**src/design/smid_pkg.sv**
```systemverilog
// Shared constants, register indexes and control types for the idle detector.
`timescale 1ns / 1ps
package smid_pkg;

    localparam int COUNT_WIDTH_DEF = 32;

    localparam int CFG_WIDTH    = 16;
    localparam int STRESS_WIDTH = 8;
    localparam int SINCE_WIDTH  = 32;

    localparam logic [STRESS_WIDTH-1:0] STRESS_BAND  = 8'd16;
    localparam logic [CFG_WIDTH-1:0]    THRESH_FLOOR = 16'd1;
    localparam logic [7:0]              ROUND_HALF   = 8'd127;
    localparam int                      STRESS_MAX   = 255;

    // floor(x / 255) for x below 2**24: (x * RECIP_MUL) >> RECIP_SHIFT, then at most one down step
    localparam logic [15:0] RECIP_MUL   = 16'd32897;
    localparam int          RECIP_SHIFT = 23;

    localparam logic [CFG_WIDTH-1:0] BASE_THRESHOLD_RST = 16'd30;
    localparam logic [CFG_WIDTH-1:0] LOG_CADENCE_RST    = 16'd10;
    localparam logic [CFG_WIDTH-1:0] WORK_CADENCE_RST   = 16'd10;

    typedef enum logic [1:0] {
        CFG_BASE_THRESHOLD = 2'd0,
        CFG_LOG_CADENCE    = 2'd1,
        CFG_WORK_CADENCE   = 2'd2
    } cfg_index_t;

    typedef struct packed {
        logic accept;
        logic mul;
        logic thr;
        logic cmp;
        logic write;
    } ctrl_cmd_t;

    typedef struct packed {
        logic in_kind;
        logic hit;
        logic mod_done;
        logic out_busy;
    } dp_status_t;

endpackage

```
**src/design/stress_modulated_idle_detector.sv**
```systemverilog
// Top level of the stress-modulated idle detector.
// Each request is a heartbeat tick (kind 0, with a stress sample) or a stimulus
// (kind 1) and yields exactly one result. A stimulus goes from accept straight
// to the result write. A tick that stays below the threshold passes through
// accept and span product, reciprocal multiply for the divide by 255, threshold
// update, compare, one pass through the remainder wait, and result. A tick that
// counts an idle run waits in the remainder state for the bit-serial remainders
// against the work and log cadences, which run side by side. The result sits in
// an output register, so input is taken again as soon as the result is loaded;
// a stalled output holds the next request in its final cycle. Configuration
// writes are always ready and take effect at once.
`timescale 1ns / 1ps
module stress_modulated_idle_detector
    import smid_pkg::*;
#(
    parameter int COUNT_WIDTH = COUNT_WIDTH_DEF
)
(
    input  logic                    clk,
    input  logic                    rst_n,
    input  logic                    in_valid,
    output logic                    in_stall,
    input  logic                    kind,
    input  logic [STRESS_WIDTH-1:0] stress_level,
    output logic                    out_valid,
    input  logic                    out_stall,
    output logic                    is_idle,
    output logic                    entered_idle,
    output logic                    woke_up,
    output logic                    idle_work_due,
    output logic                    cadence_work_due,
    output logic                    log_due,
    output logic [CFG_WIDTH-1:0]    effective_threshold,
    output logic [SINCE_WIDTH-1:0]  ticks_since_stimulus,
    input  logic                    cfg_valid,
    output logic                    cfg_ready,
    input  logic [1:0]              cfg_index,
    input  logic [CFG_WIDTH-1:0]    cfg_data
);

    ctrl_cmd_t  cmd;
    dp_status_t status;

    assign cfg_ready = 1'b1;

    smid_controller u_ctrl (
        .clk      (clk),
        .rst_n    (rst_n),
        .in_valid (in_valid),
        .in_stall (in_stall),
        .status   (status),
        .cmd      (cmd)
    );

    smid_datapath #(.COUNT_WIDTH(COUNT_WIDTH)) u_dp (
        .clk                  (clk),
        .rst_n                (rst_n),
        .cmd                  (cmd),
        .status               (status),
        .cfg_valid            (cfg_valid && cfg_ready),
        .cfg_index            (cfg_index),
        .cfg_data             (cfg_data),
        .kind                 (kind),
        .stress_level         (stress_level),
        .out_valid            (out_valid),
        .out_stall            (out_stall),
        .is_idle              (is_idle),
        .entered_idle         (entered_idle),
        .woke_up              (woke_up),
        .idle_work_due        (idle_work_due),
        .cadence_work_due     (cadence_work_due),
        .log_due              (log_due),
        .effective_threshold  (effective_threshold),
        .ticks_since_stimulus (ticks_since_stimulus)
    );

endmodule

```
**src/design/smid_mod.sv**
```systemverilog
// Bit-serial remainder unit: one dividend bit per cycle.
`timescale 1ns / 1ps
module smid_mod
    import smid_pkg::*;
#(
    parameter int COUNT_WIDTH = COUNT_WIDTH_DEF
)
(
    input  logic                   clk,
    input  logic                   rst_n,
    input  logic                   start,
    input  logic [COUNT_WIDTH-1:0] dividend,
    input  logic [CFG_WIDTH-1:0]   divisor,
    output logic [CFG_WIDTH-1:0]   remainder,
    output logic                   done
);

    localparam int CNT_W = $clog2(COUNT_WIDTH + 1);

    logic [COUNT_WIDTH-1:0] quo_reg, quo_next;
    logic [CFG_WIDTH-1:0]   rem_reg, rem_next;
    logic [CNT_W-1:0]       cnt_reg, cnt_next;
    logic [CFG_WIDTH-1:0]   div_eff;
    logic [CFG_WIDTH:0]     rem_shift;

    assign div_eff   = (divisor == '0) ? CFG_WIDTH'(1) : divisor;
    assign rem_shift = {rem_reg, quo_reg[COUNT_WIDTH-1]};

    always_comb
    begin
        quo_next = quo_reg;
        rem_next = rem_reg;
        cnt_next = cnt_reg;
        if (start)
        begin
            quo_next = dividend;
            rem_next = '0;
            cnt_next = CNT_W'(COUNT_WIDTH);
        end
        else if (cnt_reg != '0)
        begin
            quo_next = {quo_reg[COUNT_WIDTH-2:0], 1'b0};
            if (rem_shift >= {1'b0, div_eff})
            begin
                rem_next = CFG_WIDTH'(rem_shift - {1'b0, div_eff});
            end
            else
            begin
                rem_next = rem_shift[CFG_WIDTH-1:0];
            end
            cnt_next = cnt_reg - CNT_W'(1);
        end
    end

    always_ff @(posedge clk or negedge rst_n)
    begin
        if (!rst_n)
        begin
            cnt_reg <= '0;
        end
        else
        begin
            cnt_reg <= cnt_next;
        end
    end

    always_ff @(posedge clk)
    begin
        quo_reg <= quo_next;
        rem_reg <= rem_next;
    end

    assign remainder = rem_reg;
    assign done      = (cnt_reg == '0);

endmodule

```
**src/design/smid_datapath.sv**
```systemverilog
// Datapath: configuration, detector state, threshold arithmetic and result register.
`timescale 1ns / 1ps
module smid_datapath
    import smid_pkg::*;
#(
    parameter int COUNT_WIDTH = COUNT_WIDTH_DEF
)
(
    input  logic                    clk,
    input  logic                    rst_n,
    input  ctrl_cmd_t               cmd,
    output dp_status_t              status,
    input  logic                    cfg_valid,
    input  logic [1:0]              cfg_index,
    input  logic [CFG_WIDTH-1:0]    cfg_data,
    input  logic                    kind,
    input  logic [STRESS_WIDTH-1:0] stress_level,
    output logic                    out_valid,
    input  logic                    out_stall,
    output logic                    is_idle,
    output logic                    entered_idle,
    output logic                    woke_up,
    output logic                    idle_work_due,
    output logic                    cadence_work_due,
    output logic                    log_due,
    output logic [CFG_WIDTH-1:0]    effective_threshold,
    output logic [SINCE_WIDTH-1:0]  ticks_since_stimulus
);

    localparam int SW = (COUNT_WIDTH < SINCE_WIDTH) ? COUNT_WIDTH : SINCE_WIDTH;
    localparam int PW = CFG_WIDTH + STRESS_WIDTH;
    localparam int QW = PW - 7;

    logic [CFG_WIDTH-1:0]    base_reg, logc_reg, workc_reg;
    logic [COUNT_WIDTH-1:0]  tick_reg, last_reg, run_reg, since_reg;
    logic                    idle_reg, seeded_reg, recalc_reg;
    logic                    hit_reg, entered_reg, woke_reg;
    logic [STRESS_WIDTH-1:0] held_stress_reg, stress_reg;
    logic [CFG_WIDTH-1:0]    held_thr_reg, span_reg;
    logic [PW-1:0]           prod_reg, x_reg;
    logic [QW-1:0]           q0_reg;

    logic                    out_valid_reg;
    logic                    is_idle_reg, entered_out_reg, woke_out_reg;
    logic                    work_out_reg, cad_out_reg, log_out_reg;
    logic [CFG_WIDTH-1:0]    thr_out_reg;
    logic [SINCE_WIDTH-1:0]  since_out_reg;

    logic [CFG_WIDTH-1:0]    base_eff, span_w;
    logic [COUNT_WIDTH-1:0]  tick_next, run_next;
    logic [STRESS_WIDTH-1:0] stress_diff;
    logic [PW-1:0]           x_w;
    logic [PW+15:0]          recip_prod;
    logic [QW+7:0]           q0_times;
    logic [QW-1:0]           cut_w;
    logic [CFG_WIDTH-1:0]    thr_new;
    logic                    hit_w;
    logic [CFG_WIDTH-1:0]    rem_work, rem_log;
    logic                    done_work, done_log;
    logic                    out_busy;

    assign base_eff    = (base_reg == '0) ? THRESH_FLOOR : base_reg;
    assign span_w      = base_eff - THRESH_FLOOR;
    assign tick_next   = tick_reg + COUNT_WIDTH'(1);
    assign run_next    = run_reg + COUNT_WIDTH'(1);
    assign stress_diff = (stress_level >= held_stress_reg) ? stress_level - held_stress_reg
                                                           : held_stress_reg - stress_level;

    assign x_w        = prod_reg + PW'(ROUND_HALF);
    assign recip_prod = (PW+16)'(x_w) * (PW+16)'(RECIP_MUL);
    assign q0_times   = {q0_reg, 8'd0} - (QW+8)'(q0_reg);
    assign cut_w      = (q0_times > (QW+8)'(x_reg)) ? q0_reg - QW'(1) : q0_reg;
    assign thr_new    = (cut_w >= QW'(span_reg)) ? THRESH_FLOOR
                                                 : span_reg + THRESH_FLOOR - CFG_WIDTH'(cut_w);
    assign hit_w      = (since_reg >= COUNT_WIDTH'(held_thr_reg));

    assign out_busy = out_valid_reg && out_stall;

    assign status.in_kind  = kind;
    assign status.hit      = hit_reg;
    assign status.mod_done = done_work && done_log;
    assign status.out_busy = out_busy;

    smid_mod #(.COUNT_WIDTH(COUNT_WIDTH)) u_mod_work (
        .clk       (clk),
        .rst_n     (rst_n),
        .start     (cmd.cmp && hit_w),
        .dividend  (run_next),
        .divisor   (workc_reg),
        .remainder (rem_work),
        .done      (done_work)
    );

    smid_mod #(.COUNT_WIDTH(COUNT_WIDTH)) u_mod_log (
        .clk       (clk),
        .rst_n     (rst_n),
        .start     (cmd.cmp && hit_w),
        .dividend  (run_next),
        .divisor   (logc_reg),
        .remainder (rem_log),
        .done      (done_log)
    );

    always_ff @(posedge clk or negedge rst_n)
    begin
        if (!rst_n)
        begin
            base_reg        <= BASE_THRESHOLD_RST;
            logc_reg        <= LOG_CADENCE_RST;
            workc_reg       <= WORK_CADENCE_RST;
            tick_reg        <= '0;
            last_reg        <= '0;
            run_reg         <= '0;
            idle_reg        <= 1'b0;
            seeded_reg      <= 1'b0;
            held_stress_reg <= '0;
            held_thr_reg    <= BASE_THRESHOLD_RST;
            recalc_reg      <= 1'b0;
            hit_reg         <= 1'b0;
            entered_reg     <= 1'b0;
            woke_reg        <= 1'b0;
            out_valid_reg   <= 1'b0;
        end
        else
        begin
            if (cfg_valid)
            begin
                unique case (cfg_index)
                    CFG_BASE_THRESHOLD: base_reg  <= cfg_data;
                    CFG_LOG_CADENCE:    logc_reg  <= cfg_data;
                    CFG_WORK_CADENCE:   workc_reg <= cfg_data;
                    default:            ;
                endcase
            end

            if (cmd.accept)
            begin
                hit_reg     <= 1'b0;
                entered_reg <= 1'b0;
                woke_reg    <= 1'b0;
                recalc_reg  <= !seeded_reg || (stress_diff >= STRESS_BAND);
                if (kind)
                begin
                    last_reg <= tick_reg;
                    if (idle_reg)
                    begin
                        idle_reg <= 1'b0;
                        woke_reg <= 1'b1;
                    end
                end
                else
                begin
                    tick_reg <= tick_next;
                end
            end

            if (cmd.thr && recalc_reg)
            begin
                seeded_reg      <= 1'b1;
                held_stress_reg <= stress_reg;
                held_thr_reg    <= thr_new;
            end

            if (cmd.cmp && hit_w)
            begin
                hit_reg     <= 1'b1;
                idle_reg    <= 1'b1;
                entered_reg <= !idle_reg;
                run_reg     <= run_next;
            end

            if (cmd.write)
            begin
                out_valid_reg <= 1'b1;
            end
            else if (out_valid_reg && !out_stall)
            begin
                out_valid_reg <= 1'b0;
            end
        end
    end

    always_ff @(posedge clk)
    begin
        if (cmd.accept)
        begin
            stress_reg <= stress_level;
            span_reg   <= span_w;
            prod_reg   <= PW'(span_w) * PW'(stress_level);
            since_reg  <= kind ? '0 : tick_next - last_reg;
        end
        if (cmd.mul)
        begin
            x_reg  <= x_w;
            q0_reg <= recip_prod[RECIP_SHIFT +: QW];
        end
        if (cmd.write)
        begin
            is_idle_reg     <= idle_reg;
            entered_out_reg <= entered_reg;
            woke_out_reg    <= woke_reg;
            work_out_reg    <= hit_reg;
            cad_out_reg     <= hit_reg && (rem_work == CFG_WIDTH'(1));
            log_out_reg     <= hit_reg && (rem_log == CFG_WIDTH'(1));
            thr_out_reg     <= held_thr_reg;
            since_out_reg   <= SINCE_WIDTH'(since_reg[SW-1:0]);
        end
    end

    assign out_valid            = out_valid_reg;
    assign is_idle              = is_idle_reg;
    assign entered_idle         = entered_out_reg;
    assign woke_up              = woke_out_reg;
    assign idle_work_due        = work_out_reg;
    assign cadence_work_due     = cad_out_reg;
    assign log_due              = log_out_reg;
    assign effective_threshold  = thr_out_reg;
    assign ticks_since_stimulus = since_out_reg;

endmodule

```
**src/design/smid_controller.sv**
```systemverilog
// Controller state machine: sequences one request through the datapath.
`timescale 1ns / 1ps
module smid_controller
    import smid_pkg::*;
(
    input  logic       clk,
    input  logic       rst_n,
    input  logic       in_valid,
    output logic       in_stall,
    input  dp_status_t status,
    output ctrl_cmd_t  cmd
);

    typedef enum logic [5:0] {
        S_IDLE  = 6'b000001,
        S_MUL   = 6'b000010,
        S_THR   = 6'b000100,
        S_CMP   = 6'b001000,
        S_MOD   = 6'b010000,
        S_WRITE = 6'b100000
    } state_t;

    state_t state_reg, state_next;

    always_comb
    begin
        state_next = state_reg;
        unique case (state_reg)
            S_IDLE:
            begin
                if (in_valid)
                begin
                    state_next = status.in_kind ? S_WRITE : S_MUL;
                end
            end
            S_MUL:   state_next = S_THR;
            S_THR:   state_next = S_CMP;
            S_CMP:   state_next = S_MOD;
            S_MOD:
            begin
                if (!status.hit || status.mod_done)
                begin
                    state_next = S_WRITE;
                end
            end
            S_WRITE:
            begin
                if (!status.out_busy)
                begin
                    state_next = S_IDLE;
                end
            end
            default: state_next = S_IDLE;
        endcase
    end

    always_ff @(posedge clk or negedge rst_n)
    begin
        if (!rst_n)
        begin
            state_reg <= S_IDLE;
        end
        else
        begin
            state_reg <= state_next;
        end
    end

    assign in_stall   = (state_reg != S_IDLE);
    assign cmd.accept = (state_reg == S_IDLE) && in_valid;
    assign cmd.mul    = (state_reg == S_MUL);
    assign cmd.thr    = (state_reg == S_THR);
    assign cmd.cmp    = (state_reg == S_CMP);
    assign cmd.write  = (state_reg == S_WRITE) && !status.out_busy;

endmodule

```
**config.mk**
```make
export PLATFORM = sky130hd
export DESIGN_NAME = stress_modulated_idle_detector
export DESIGN_NICKNAME = d
export VERILOG_FILES = /design/src/design/smid_pkg.sv /design/src/design/stress_modulated_idle_detector.sv /design/src/design/smid_mod.sv /design/src/design/smid_datapath.sv /design/src/design/smid_controller.sv
export SDC_FILE = /design/constraint.sdc
export NUM_CORES = 1
export LEC_CHECK = 0
export BUFFER_PORTS_ARGS = -buffer_cell sky130_fd_sc_hd__buf_2
export CORE_MARGIN = 2
export CORE_UTILIZATION = 45
export DETAILED_ROUTE_END_ITERATION = 8
export GPL_ROUTABILITY_DRIVEN = 0
export HOLD_SLACK_MARGIN = 0.15
export SLEW_MARGIN = 40
export SYNTH_ARGS = -nofsm -noshare
export SYNTH_HDL_FRONTEND = slang
export SYNTH_HIERARCHICAL = 1
export SYNTH_SLANG_ARGS = --single-unit
```
**constraint.sdc**
```tcl
create_clock -name clk -period 14 [get_ports clk]
set_input_delay 3.5 -clock clk [delete_from_list [all_inputs] [get_ports clk]]
set_output_delay 3.5 -clock clk [all_outputs]
set_load 0.02 [all_outputs]
```
==> flow_metrics.py <==
metrics = {
    "clocking": {
        "clk_path_buf_depth": 3,
        "cts_buffers": 52,
        "cts_tree": "built",
        "clock_latency_ps": 620,
        "h-tree-depth": 2,
        "cts_hold_buf": 0,
        "root_buffer": "clkbuf_16",
        "cts-resized-gates": 0,
        "clk_pin_slew_worst_paths_ps": 60,
        "post_cts_buffers": 0,
        "cts_sinks": 464,
    },
    "critical_path": {
        "r2r-start": "u_dp/base_reg[9]",
        "arrival_ps": 8730,
        "r2r_end": "u_dp/prod_reg[23]",
        "ff2ff_path_depth": 26,
        "crit_top_cell": "fa_1",
        "cp.required_ps": 14340,
        "crit_chain": "buf_2 > clkinv_1 > nor2_1 > fa_1 > fa_1 > fa_1 > inv_1 > fa_1 > inv_1 > ha_1 > or2_2 > o31a_1 > o211a_1 > o21ai_0 > a21oi_1 > a2111oi_1 > a21oi_1 > xnor2_1",
        "r2r_slack_ps": 5960,
        "startpoint": "stress_level[4]",
        "max_stage_delay_ps": 630,
        "crit_family": "adder cells",
        "slowest_stage": "a2111oi_1",
        "path_max_fanout": 12,
        "worstSetupPathType": "primary input to flop",
        "crit_buf_inv": 4,
        "end_kind": "flop",
        "crit_path_start_kind": "primary input",
    },
    "global_route": {
        "grt_first_pass_wirelength_um": 131000,
        "first_global_vias": 24500,
        "grt_max_degree": 73,
        "antenna_found_initial": 8,
        "grt_util_all_layers": 0.210,
        "grt_overflow": 0,
    },
    "route": {
        "routed_via_density": 5.59,
        "drt_iter0_drc": 1708,
        "routed-wl-met2_um": 37500,
        "antenna_left": 0,
        "wl_um": 80800,
        "route.detailed.drc": 0,
        "vias": 24200,
        "wl_met3_um": 3650,
        "top_layer": "met5",
        "wl_per_cell_um": 18.7,
        "wl_met1_um": 38000,
        "first_pass_iters": 5,
    },
    "logic_synthesis": {
        "synth_edf_count": 239,
        "yosysUniqueCellTypes": 114,
        "ys_warn_count": 6,
        "synth-seq-cells": 464,
        "synthFlopType": "edfxtp_1",
        "synthCells": 3259,
        "synth_most_common_cell": "inv_1",
        "synthTopCellsByArea": "edfxtp_1, dfrtp_1, ha_1, fa_1, mux2_2",
        "syn_area_per_cell_sq_um": 10.2,
        "synth_nets": 3711,
        "syn_area_sq_mm": 0.0334,
        "yosysSeqAreaShare": 0.379,
        "ys_async_sr_fraction": 0.416,
        "synth_top_area_cell": "edfxtp_1",
        "synth_top_area_share": 0.215,
        "synthTopCellsByCount": "inv_1, ha_1, nor2_1",
    },
    "min_path": {
        "min_path_cells": 0,
        "hold_path_end": "u_dp/ticks_since_stimulus[19]",
        "min_path_type": "flop to flop",
        "hold_path.startpoint": "u_dp/since_reg[19]",
    },
    "die": {
        "fp.dieW_um": 276,
        "core_sq_mm": 0.0732,
        "dieArea_sq_mm": 0.0764,
        "ioPinCount": 89,
        "die_height_um": 276,
        "rows": 99,
        "start_util": 0.456,
    },
    "layout": {
        "drive_gt1_frac": 0.141,
        "final_util": 0.499,
        "layout.nets": 3772,
        "areaGrowthSynthToFinish_pct": 9.47,
        "finalNonFillerCells": 4326,
    },
    "placed_design": {
        "io_buffers": 87,
        "place_ws_ps": 4910,
        "placed_cells": 4223,
        "hpwl_um": 60900,
    },
    "timing": {
        "setup_viol": 0,
        "tns_ps": 0,
        "hold-worst-slack_ps": 454,
        "slew_headroom": 0.420,
        "tightest_slew_ps": 867,
        "period_minus_slack_ps": 8390,
        "hold_viol": 0,
        "fmax_ghz": 0.119,
        "finClkSkew_ps": 35.5,
        "finalCritPeriodShare": 0.599,
        "slew_viol_final": 0,
        "fin_ws_ps": 5610,
        "rsz0062_at_grt": "no",
    },
    "pwr": {
        "p_leak_nw": 16.2,
        "power_density_mw_per_mm2": 262,
        "ir_drop_v": 0.000433,
    },
    "flow_run": {
        "cap_viol_max_count": 0,
    },
    "status": {
        "status": "complete, no violations",
    },
}
==> worst max-delay path by stage <==
stage	to	slack, ps	cells after the start
5_1_grt	u_dp/prod_reg[23]	5290	18
6_report	u_dp/prod_reg[23]	5610	18
3_3_place_gp	u_dp/prod_reg[23]	5070	18
4_1_cts	u_dp/prod_reg[23]	5550	18
2_1_floorplan	u_dp/prod_reg[23]	5570	18
3_5_place_dp	u_dp/prod_reg[23]	4910	18
==> layout make-up <==
| type | count | area, sq um |
|---|---|---|
| Inverter | 344 | 1290 |
| Clock inverter | 22 | 243 |
| Antenna cell | 4 | 10.0 |
| Fill cell | 6619 | 36700 |
| Clock buffer | 75 | 1510 |
| Multi-Input combinational cell | 2342 | 19000 |
| Sequential cell | 464 | 12700 |
| Tap cell | 959 | 1200 |
| Timing Repair Buffer | 116 | 676 |
==> power by group <==
group          internal [mW]  total [mW]  leakage, nW  switching, mW
Combinational           2.48        5.79         10.2           3.31
Sequential              2.07        2.39         5.14          0.322
Clock                  0.813        1.39        0.864          0.575
Total                   5.37        9.57         16.2           4.20
==> cell usage in the layout, fill, tap and decap left out, types with 43 or more instances in the layout <==
cell / instances
a21o_1: 43
nand2_1: 187
ha_1: 324
mux2_2: 156
inv_1: 333
clkbuf_16: 55
xor2_1: 87
a21oi_1: 152
xnor2_1: 194
nand3_1: 93
nor2_1: 271
buf_2: 85
dfrtp_1: 180
edfxtp_1: 239
and2_1: 53
fa_1: 96
o21ai_0: 84
nor3_1: 64
==> per-layer routing <==
layer | vias to the layer above | GRT usage
met5 | - | 0
met1 | 12000 | 0.296
met3 | 128 | 0.0298
met4 | 12 | 0.0511
li1 | 11600 | -
met2 | 514 | 0.342
==> worst register-to-register path, delay by kind of cell (launching register included) <==
family                     cells  cell delay, ps
adders and majority gates      6            2710
AOI/OAI and AO/OA              8            1830
and+or+nand+nor                6            1560
xor gates and xnor gates       2             630
buffers and inverters          4             610
DFF                            1             440
==> cell families (layout without fill, tap and decap cells) <==
kind of cell,Yosys count,count (layout),share of synthesized area
other cells,1,5,0.000112
xor+xnor,288,288,0.0760
simple gates,924,924,0.142
compound gates,545,545,0.114
fa+ha+maj,420,420,0.179
flops,464,464,0.379
buf+inv,453,557,0.0552
mux,164,164,0.0550
==> metrics by stage <==
| step | power [mW] | area [sq um] |
|---|---|---|
| 6_report | 9.57 | 36600 |
| 5_1_grt | 10.5 | 36500 |
| 4_1_cts | 9.59 | 36500 |
| 3_5_place_dp | 8.14 | 34700 |
| 3_3_place_gp | 7.96 | 34700 |
| 2_1_floorplan | 6.74 | 33400 |
Note: power is estimated with default switching activity, not from simulation.
